`src/sv/gtm_pkg.sv`:
```
// gtm_pkg: widths, register map, reset values and shared types for the
// greedy target-mean node placement block
// no dependencies
package gtm_pkg;

    // node slots held in the state memory
    localparam int NODE_SLOTS = 16;

    // field widths
    localparam int LEN_W     = 20;
    localparam int TARGET_W  = 20;
    localparam int MAXREQ_W  = 11;
    localparam int NIU_W     = 5;
    localparam int TOT_W     = 30;
    localparam int REQCNT_W  = 11;
    localparam int TALLY_W   = 16;
    localparam int NODE_W    = 4;

    // derived arithmetic widths
    localparam int NUM_W     = TOT_W + 1;          // new total, capacity, T*n, deviation
    localparam int PROD_W    = NUM_W + REQCNT_W;   // deviation times count
    localparam int WORD_W    = TOT_W + REQCNT_W;   // memory word: {count, total}

    // slot index and count widths
    localparam int SLOT_IDX_W = (NODE_SLOTS > 1) ? $clog2(NODE_SLOTS) : 1;
    localparam int SLOT_CNT_W = $clog2(NODE_SLOTS + 1);
    localparam int ACT_W      = (SLOT_CNT_W > NIU_W) ? SLOT_CNT_W : NIU_W;

    // stream payload widths
    localparam int S_DATA_W  = 24;
    localparam int M_DATA_W  = 24;

    // apb
    localparam int PADDR_W   = 4;
    localparam int PDATA_W   = 32;
    localparam int REG_IDX_W = 2;

    localparam logic [REG_IDX_W-1:0] REG_TARGET = 2'd0;
    localparam logic [REG_IDX_W-1:0] REG_MAXREQ = 2'd1;
    localparam logic [REG_IDX_W-1:0] REG_NODES  = 2'd2;

    localparam logic [TARGET_W-1:0] TARGET_RST = 20'd4096;
    localparam logic [MAXREQ_W-1:0] MAXREQ_RST = 11'd64;
    localparam logic [NIU_W-1:0]    NODES_RST  = 5'd16;

    localparam logic [TALLY_W-1:0]  TALLY_MAX  = '1;

    // one node entry on its way into the scan pipeline
    typedef struct packed {
        logic                  vld;
        logic                  first;
        logic                  last;
        logic [SLOT_IDX_W-1:0] idx;
        logic [TOT_W-1:0]      total;
        logic [REQCNT_W-1:0]   count;
    } scan_item_t;

    // outcome of one scan over the nodes
    typedef struct packed {
        logic                  done;
        logic                  found;
        logic [SLOT_IDX_W-1:0] idx;
        logic [TOT_W-1:0]      total;
        logic [REQCNT_W-1:0]   count;
    } scan_res_t;

endpackage

```
`src/sv/greedy_target_mean_node_placement.sv`:
```
// greedy_target_mean_node_placement: top level with apb registers, control
// sequencer, node state memory and result register; uses gtm_pkg, gtm_ram,
// gtm_scan
//
// usage
//   s_* channel carries one request length per transfer, m_* channel returns
//   one result per request: placed flag, chosen node, leftover tally.
//   the apb port holds target mean length, request limit per node and nodes
//   in use; write it only while no request is in flight.
// sequencing
//   one request at a time. with A = min(nodes_in_use, NODE_SLOTS), the result
//   is loaded into the output register once the scan over the A nodes is
//   through, or straight from the finish state when A is zero; the next
//   request is taken the cycle after. the scan is one memory read per node
//   through a read, rate, deviation, compare pipeline; write-back goes with the load.
// reset
//   rst_n clears the registers to their reset values, the tally to zero and
//   the per-node valid bits, so every node reads as empty; no clearing pass.
// stall
//   a finished result waits in the output register while m_tready is low;
//   a new request is still accepted and scanned, and only its write-back
//   waits until the register is free.
module greedy_target_mean_node_placement
    import gtm_pkg::*;
(
    input  logic                clk,
    input  logic                rst_n,
    // request stream
    input  logic                s_tvalid,
    output logic                s_tready,
    input  logic [S_DATA_W-1:0] s_tdata,   // [19:0] request_length, rest zero
    // result stream
    output logic                m_tvalid,
    input  logic                m_tready,
    output logic [M_DATA_W-1:0] m_tdata,   // [0] placed, [4:1] chosen_node,
                                           // [20:5] leftover_count, rest zero
    // configuration
    input  logic                psel,
    input  logic                penable,
    input  logic                pwrite,
    input  logic [PADDR_W-1:0]  paddr,
    input  logic [PDATA_W-1:0]  pwdata,
    output logic [PDATA_W-1:0]  prdata,
    output logic                pready
);

    typedef enum logic [1:0] {
        ST_IDLE,
        ST_SCAN,
        ST_DRAIN,
        ST_FINISH
    } state_t;

    // configuration registers
    logic [TARGET_W-1:0] target_reg;
    logic [MAXREQ_W-1:0] maxreq_reg;
    logic [NIU_W-1:0]    nodes_reg;

    // sequencer and per-request registers
    state_t                state_reg, state_next;
    logic [LEN_W-1:0]      len_reg;
    logic [NUM_W-1:0]      cap_reg;
    logic [SLOT_IDX_W-1:0] idx_reg, last_idx_reg;
    logic                  empty_reg;
    logic [NODE_SLOTS-1:0] valid_bits_reg;
    logic [TALLY_W-1:0]    tally_reg, tally_next;
    scan_item_t            tag_reg, tag_next;

    // output register
    logic                  out_valid_reg;
    logic [M_DATA_W-1:0]   out_data_reg;

    // memory and scan signals
    logic                  ram_we, ram_re;
    logic [WORD_W-1:0]     ram_wdata, ram_rdata;
    scan_item_t            item;
    scan_res_t             res;

    logic                  cfg_wr, in_xfer, out_free, fin_go, fin_found;
    logic [REG_IDX_W-1:0]  reg_idx;
    logic [ACT_W-1:0]      active;
    logic [NODE_W-1:0]     node_out;

    assign pready   = 1'b1;
    assign reg_idx  = paddr[PADDR_W-1:PADDR_W-REG_IDX_W];
    assign cfg_wr   = psel && penable && pwrite && pready;

    // apb read mux, unmapped addresses read zero
    always_comb
    begin
        case (reg_idx)
            REG_TARGET: prdata = PDATA_W'(target_reg);
            REG_MAXREQ: prdata = PDATA_W'(maxreq_reg);
            REG_NODES:  prdata = PDATA_W'(nodes_reg);
            default:    prdata = '0;
        endcase
    end

    always_ff @(posedge clk or negedge rst_n)
    begin
        if (!rst_n)
        begin
            target_reg <= TARGET_RST;
            maxreq_reg <= MAXREQ_RST;
            nodes_reg  <= NODES_RST;
        end
        else if (cfg_wr)
        begin
            case (reg_idx)
                REG_TARGET: target_reg <= pwdata[TARGET_W-1:0];
                REG_MAXREQ: maxreq_reg <= pwdata[MAXREQ_W-1:0];
                REG_NODES:  nodes_reg  <= pwdata[NIU_W-1:0];
                default:    ;
            endcase
        end
    end

    // nodes taking part, clipped to the slots that exist
    always_comb
    begin
        if (ACT_W'(nodes_reg) > ACT_W'(NODE_SLOTS))
        begin
            active = ACT_W'(NODE_SLOTS);
        end
        else
        begin
            active = ACT_W'(nodes_reg);
        end
    end

    assign s_tready  = (state_reg == ST_IDLE);
    assign in_xfer   = s_tvalid && s_tready;
    assign out_free  = !out_valid_reg || m_tready;
    assign fin_go    = (state_reg == ST_FINISH) && out_free;
    assign fin_found = res.found && !empty_reg;

    // tally saturates at its top value
    always_comb
    begin
        tally_next = tally_reg;
        if (!fin_found && (tally_reg != TALLY_MAX))
        begin
            tally_next = tally_reg + TALLY_W'(1);
        end
    end

    assign node_out = fin_found ? NODE_W'(res.idx) : '0;

    // next state
    always_comb
    begin
        state_next = state_reg;
        case (state_reg)
            ST_IDLE:
            begin
                if (in_xfer)
                begin
                    state_next = (active == '0) ? ST_FINISH : ST_SCAN;
                end
            end
            ST_SCAN:
            begin
                if (idx_reg == last_idx_reg)
                begin
                    state_next = ST_DRAIN;
                end
            end
            ST_DRAIN:
            begin
                if (res.done)
                begin
                    state_next = ST_FINISH;
                end
            end
            ST_FINISH:
            begin
                if (out_free)
                begin
                    state_next = ST_IDLE;
                end
            end
            default: state_next = ST_IDLE;
        endcase
    end

    // read tag, aligned with the registered memory data
    always_comb
    begin
        tag_next.vld   = (state_reg == ST_SCAN);
        tag_next.first = (idx_reg == '0);
        tag_next.last  = (idx_reg == last_idx_reg);
        tag_next.idx   = idx_reg;
        tag_next.total = '0;
        tag_next.count = '0;
        // total field carries the valid bit of the entry
        tag_next.total[0] = valid_bits_reg[idx_reg];
    end

    assign ram_re = (state_reg == ST_SCAN);
    assign ram_we = fin_go && fin_found;
    assign ram_wdata = {res.count, res.total};

    // entries never written read as an empty node
    always_comb
    begin
        item       = tag_reg;
        item.total = tag_reg.total[0] ? ram_rdata[TOT_W-1:0] : '0;
        item.count = tag_reg.total[0] ? ram_rdata[WORD_W-1:TOT_W] : '0;
    end

    always_ff @(posedge clk or negedge rst_n)
    begin
        if (!rst_n)
        begin
            state_reg      <= ST_IDLE;
            valid_bits_reg <= '0;
            tally_reg      <= '0;
            out_valid_reg  <= 1'b0;
            out_data_reg   <= '0;
            tag_reg        <= '0;
        end
        else
        begin
            state_reg <= state_next;
            tag_reg   <= tag_next;
            if (fin_go)
            begin
                out_valid_reg <= 1'b1;
                out_data_reg  <= M_DATA_W'({tally_next, node_out, fin_found});
                tally_reg     <= tally_next;
                if (fin_found)
                begin
                    valid_bits_reg[res.idx] <= 1'b1;
                end
            end
            else if (m_tready)
            begin
                out_valid_reg <= 1'b0;
            end
        end
    end

    always_ff @(posedge clk)
    begin
        if (in_xfer)
        begin
            len_reg      <= s_tdata[LEN_W-1:0];
            cap_reg      <= NUM_W'(NUM_W'(maxreq_reg) * NUM_W'(target_reg));
            last_idx_reg <= SLOT_IDX_W'(active - ACT_W'(1));
            idx_reg      <= '0;
            empty_reg    <= (active == '0);
        end
        else if (state_reg == ST_SCAN)
        begin
            idx_reg <= idx_reg + SLOT_IDX_W'(1);
        end
    end

    assign m_tvalid = out_valid_reg;
    assign m_tdata  = out_data_reg;

    gtm_ram #(
        .DATA_W (WORD_W),
        .DEPTH  (NODE_SLOTS),
        .ADDR_W (SLOT_IDX_W)
    ) u_ram (
        .clk   (clk),
        .we    (ram_we),
        .waddr (res.idx),
        .wdata (ram_wdata),
        .re    (ram_re),
        .raddr (idx_reg),
        .rdata (ram_rdata)
    );

    gtm_scan u_scan (
        .clk     (clk),
        .rst_n   (rst_n),
        .item    (item),
        .len     (len_reg),
        .cap     (cap_reg),
        .target  (target_reg),
        .max_req (maxreq_reg),
        .res     (res)
    );

endmodule

```
`src/sv/gtm_ram.sv`:
```
// gtm_ram: generic single-write, single-read synchronous memory,
// read data registered; no dependencies
module gtm_ram #(
    parameter int DATA_W = 8,
    parameter int DEPTH  = 16,
    parameter int ADDR_W = 4
) (
    input  logic              clk,
    input  logic              we,
    input  logic [ADDR_W-1:0] waddr,
    input  logic [DATA_W-1:0] wdata,
    input  logic              re,
    input  logic [ADDR_W-1:0] raddr,
    output logic [DATA_W-1:0] rdata
);

    logic [DATA_W-1:0] mem [DEPTH];

    always_ff @(posedge clk)
    begin
        if (we)
        begin
            mem[waddr] <= wdata;
        end
    end

    always_ff @(posedge clk)
    begin
        if (re)
        begin
            rdata <= mem[raddr];
        end
    end

endmodule

```
`src/sv/gtm_scan.sv`:
```
// gtm_scan: three-stage pipeline that rates each node entry against the
// target mean and keeps the best eligible node; uses gtm_pkg
module gtm_scan
    import gtm_pkg::*;
(
    input  logic                clk,
    input  logic                rst_n,
    input  scan_item_t          item,
    input  logic [LEN_W-1:0]    len,
    input  logic [NUM_W-1:0]    cap,
    input  logic [TARGET_W-1:0] target,
    input  logic [MAXREQ_W-1:0] max_req,
    output scan_res_t           res
);

    // stage 1: new total, eligibility, target times new count
    logic                  s1_vld_reg, s1_first_reg, s1_last_reg, s1_elig_reg;
    logic [SLOT_IDX_W-1:0] s1_idx_reg;
    logic [NUM_W-1:0]      s1_total_reg, s1_tn_reg;
    logic [REQCNT_W-1:0]   s1_n_reg;

    // stage 2: absolute deviation
    logic                  s2_vld_reg, s2_first_reg, s2_last_reg, s2_elig_reg;
    logic [SLOT_IDX_W-1:0] s2_idx_reg;
    logic [NUM_W-1:0]      s2_total_reg, s2_num_reg;
    logic [REQCNT_W-1:0]   s2_n_reg;

    // best so far
    logic                  found_reg, done_reg;
    logic [SLOT_IDX_W-1:0] best_idx_reg;
    logic [NUM_W-1:0]      best_num_reg, best_total_reg;
    logic [REQCNT_W-1:0]   best_den_reg;

    logic [NUM_W-1:0]      new_total;
    logic                  elig;
    logic [REQCNT_W-1:0]   n_next;
    logic [NUM_W-1:0]      tn_next;
    logic [NUM_W-1:0]      num_next;
    logic [PROD_W-1:0]     p_new, p_best;
    logic                  found_eff, take;

    always_comb
    begin
        new_total = NUM_W'(item.total) + NUM_W'(len);
        elig      = !new_total[NUM_W-1] && (new_total <= cap)
                    && (MAXREQ_W'(item.count) < max_req);
        n_next    = item.count + REQCNT_W'(1);
        tn_next   = NUM_W'(NUM_W'(target) * NUM_W'(n_next));
    end

    always_comb
    begin
        num_next = (s1_total_reg >= s1_tn_reg) ? (s1_total_reg - s1_tn_reg)
                                               : (s1_tn_reg - s1_total_reg);
    end

    always_comb
    begin
        p_new     = PROD_W'(PROD_W'(s2_num_reg) * PROD_W'(best_den_reg));
        p_best    = PROD_W'(PROD_W'(best_num_reg) * PROD_W'(s2_n_reg));
        found_eff = found_reg && !s2_first_reg;
        take      = s2_vld_reg && s2_elig_reg && (!found_eff || (p_new < p_best));
    end

    always_ff @(posedge clk or negedge rst_n)
    begin
        if (!rst_n)
        begin
            s1_vld_reg <= 1'b0;
            s2_vld_reg <= 1'b0;
            found_reg  <= 1'b0;
            done_reg   <= 1'b0;
        end
        else
        begin
            s1_vld_reg <= item.vld;
            s2_vld_reg <= s1_vld_reg;
            done_reg   <= s2_vld_reg && s2_last_reg;
            if (s2_vld_reg)
            begin
                found_reg <= found_eff || take;
            end
        end
    end

    always_ff @(posedge clk)
    begin
        s1_first_reg <= item.first;
        s1_last_reg  <= item.last;
        s1_idx_reg   <= item.idx;
        s1_elig_reg  <= elig;
        s1_total_reg <= new_total;
        s1_n_reg     <= n_next;
        s1_tn_reg    <= tn_next;

        s2_first_reg <= s1_first_reg;
        s2_last_reg  <= s1_last_reg;
        s2_idx_reg   <= s1_idx_reg;
        s2_elig_reg  <= s1_elig_reg;
        s2_total_reg <= s1_total_reg;
        s2_n_reg     <= s1_n_reg;
        s2_num_reg   <= num_next;

        if (take)
        begin
            best_idx_reg   <= s2_idx_reg;
            best_num_reg   <= s2_num_reg;
            best_den_reg   <= s2_n_reg;
            best_total_reg <= s2_total_reg;
        end
    end

    always_comb
    begin
        res.done  = done_reg;
        res.found = found_reg;
        res.idx   = best_idx_reg;
        res.total = best_total_reg[TOT_W-1:0];
        res.count = best_den_reg;
    end

endmodule

```
`config.mk`:
```
export PLATFORM = sky130hd
export DESIGN_NAME = greedy_target_mean_node_placement
export DESIGN_NICKNAME = d
export VERILOG_FILES = /design/src/sv/gtm_pkg.sv /design/src/sv/greedy_target_mean_node_placement.sv /design/src/sv/gtm_ram.sv /design/src/sv/gtm_scan.sv
export SDC_FILE = /design/constraint.sdc
export NUM_CORES = 2
export LEC_CHECK = 0
export BUFFER_PORTS_ARGS = -buffer_cell sky130_fd_sc_hd__buf_2
export CAP_MARGIN = 20
export CORE_ASPECT_RATIO = 1.1
export CORE_MARGIN = 10
export CORE_UTILIZATION = 40
export CTS_BUF_LIST = sky130_fd_sc_hd__clkbuf_8
export DETAILED_ROUTE_END_ITERATION = 7
export PLACE_DENSITY = 0.51
export SLEW_MARGIN = 20
export SYNTH_ARGS = -nofsm -noshare
export SYNTH_HDL_FRONTEND = slang
export SYNTH_HIERARCHICAL = 1
export SYNTH_SLANG_ARGS = --single-unit
```
`constraint.sdc`:
```
create_clock -name clk -period 24.4 [get_ports clk]
set_input_delay 1.22 -clock clk [delete_from_list [all_inputs] [get_ports clk]]
set_output_delay 1.22 -clock clk [all_outputs]
set_load 0.01 [all_outputs]
```
==> results.yml <==
sta:
  period_needed_ps: 9740
  fin_crit_sh_pct: 39.9
  relSlewSlack_pct: 25.6
  max_freq_mhz: 103
  tightest_slew_ps: 1120
  final.setup.tns_ps: 0
  hold_viol_final: 0
  grt_setup_unrepaired: "false"
  finalSetupViolations: 0
  slew_violations: 0
  skew_ps: 73.2
cells_and_area:
  area.growth.synth_to_final_pct: 8.52
  mostFrequentLayoutCells: "inv_1 (1011), nand2_1 (876), fa_1 (845)"
  final_common_cell: "inv_1"
  drive_gt1_share_pct: 10.1
  largest_reg_flops: 656
  top_register: "u_ram/mem"
  postLayoutCellArea_mm2: 0.0851
  reg_top3: "u_ram/mem: 656 flops, u_ram/rdata: 41 flops"
  final_nets: 8141
clocking:
  root_buffer: "clkbuf_8"
  numCtsBuffers: 174
  clk-insertion-delay-late_ps: 920
  cts_resized: 0
  cts.clk_slew.worst_paths_ps: 60
  numClockSinks: 1080
  cts_max_path_buffers: 3
  hold_buffers: 0
  cts_tree: "done"
  htreeDepth: 4
  post-cts-setup-buffers: 0
drt:
  vias_per_cell: 5.20
  drt-wirelength-per-cell_um: 21.3
  drt-met1-wl_mm: 86.8
  drcViolationCount: 0
  wl_met2_mm: 102
  firstDrtPassIters: 5
  first_iter_violations: 2891
  top_layer: "met5"
  drtAntennaViolNets: 0
  drt_wl_total_mm: 202
  met3_length_mm: 8.04
  vias: 49362
worst_setup_path:
  critPathLaunchType: "flop"
  r2r-end: "u_scan/best_idx_reg[2]$_DFFE_PP_"
  crit_required_ps: 24880
  worstRegToRegCells: 30
  critPathCaptureType: "flop"
  critPathMaxFanout: 45
  r2r_setup_slack_ps: 14660
  critPathSlowestCell: "edfxtp_1"
  worstPathArrival_ps: 10220
  crit_type: "flop to flop"
  rr_startpoint: "u_scan/best_den_reg[6]$_DFFE_PP_"
  critPathMaxStageDelay_ps: 1020
  critPathMostFrequentCell: "fa_1"
synthesis:
  syn_inst: 6740
  synth-warning-count: 6
  async_reset_ff_share_pct: 8.15
  synth-seq-area-share_pct: 38.7
  synth_area_mm2: 0.0784
  synth_top_area_share_pct: 31.7
  synthFlopType: "edfxtp_1"
  synth-edff-count: 829
  synth_top_area_cell: "edfxtp_1"
  ys_types: 91
  ys_seq_elements: 1080
  syn_avg_cell_area_um2: 11.6
  synthTopCellsByArea: "edfxtp_1 (32%), fa_1 (22%), ha_1 (7.5%), mux4_2 (4.9%), inv_1 (4.6%)"
grt:
  gr-total-overflow: 0
  track_usage_pct: 18.8
  antenna_found_initial: 12
  grt_pass1_vias: 53807
  grt_pass1_wl_mm: 316
  grt_start_max_net_pins: 137
die:
  dieWidth_um: 442
  row_count: 170
  die_area_mm2: 0.214
  die_h_um: 484
  core_mm2: 0.195
  start_util_pct: 40.2
  io-pin-count: 126
placed_design:
  port_buffers: 91
  place_area_mm2: 0.0816
  routabilityCongestion: 0.845
  dp_hpwl_mm: 139
min_path:
  min_path_type: "input pin to async pin"
status:
  status: "finished clean"
job:
  maxCapViolCount: 0
cells in the mapped netlist, types with 40 or more instances:
master,n
a21o_1,129
a21oi_1,218
a22oi_1,85
and2_1,481
clkbuf_1,282
dfrtp_1,85
dfxtp_1,163
edfxtp_1,829
fa_1,845
ha_1,470
inv_1,957
mux4_2,169
nand2_1,876
nand3_1,49
nand4_1,43
nor2_1,142
nor2b_1,49
o21ai_0,145
o21bai_1,40
xnor2_1,129
xor2_1,83
logic make-up (layout without fill, tap and decap cells):
logic type / after synthesis / in the layout / synth area share [%]
compound gates: 807 / 807 / 6.73
flops: 1080 / 1080 / 38.7
other cells: 2 / 19 / 0.00957
buf+inv: 1309 / 1462 / 6.48
mux: 233 / 233 / 5.73
xor+xnor: 212 / 212 / 2.37
fa+ha+maj: 1315 / 1315 / 29.1
simple gates: 1782 / 1782 / 10.9
per-stage QoR:
| stage | util, % | hold WS [ps] | cells | worst slack [ps] |
|---|---|---|---|---|
| 2_1_floorplan | - | 310 | 6754 | 12060 |
| 4_1_cts | 43.6 | 131 | 9485 | 14310 |
| 3_3_place_gp | 41.8 | 311 | 9160 | 14390 |
| 5_1_grt | 43.6 | 175 | 9488 | 14010 |
| 3_5_place_dp | 41.8 | 312 | 9161 | 14430 |
| 6_report | 43.6 | 226 | 9490 | 14660 |
layer usage:
metal	global-route usage (%)	vias up
met5	0	-
met4	5.20	12
met3	2.46	289
met2	33.3	1070
met1	24.1	25604
li1	-	22387
area by class of cell:
type / count / area, um2
fillers: 18256 / 110000
clock inverters: 133 / 850
well taps: 2580 / 3230
clock buffers: 191 / 2630
diodes: 3 / 7.51
inverters: 957 / 3590
repair buffers: 181 / 1170
flip-flops and latches: 1080 / 30400
multi-input cells: 4365 / 43300
worst max-delay path: cells and delay by family (launching register included):
family	cells	cell delay, ps
flip-flops	1	1020
AND/OR/NAND/NOR	6	990
XOR/XNOR	1	110
AO/OA/AOI/OAI	11	2760
adder cells (fa/ha/maj)	7	3050
buffers and inverters	5	1290
how the worst max path moves through the flow:
| stage | start | endpoint | slack, ps | cells past startpoint |
|---|---|---|---|---|
| floorplan | u_scan/best_den_reg[5]$_DFFE_PP_ | u_scan/best_den_reg[0]$_DFFE_PP_ | 12060 | 30 |
| global placement | u_scan/best_den_reg[5]$_DFFE_PP_ | u_scan/best_total_reg[13]$_DFFE_PP_ | 14390 | 30 |
| detailed placement | u_scan/best_den_reg[2]$_DFFE_PP_ | u_scan/best_total_reg[13]$_DFFE_PP_ | 14430 | 30 |
| CTS | u_scan/best_den_reg[2]$_DFFE_PP_ | u_scan/best_idx_reg[3]$_DFFE_PP_ | 14310 | 30 |
| global route | u_scan/best_den_reg[6]$_DFFE_PP_ | u_scan/best_idx_reg[3]$_DFFE_PP_ | 14010 | 30 |
| finish | u_scan/best_den_reg[6]$_DFFE_PP_ | u_scan/best_idx_reg[2]$_DFFE_PP_ | 14660 | 30 |
Power is left out: the tool's default activity adds up to more than one toggle a clock period on the data nets, which glitch-free logic cannot reach.
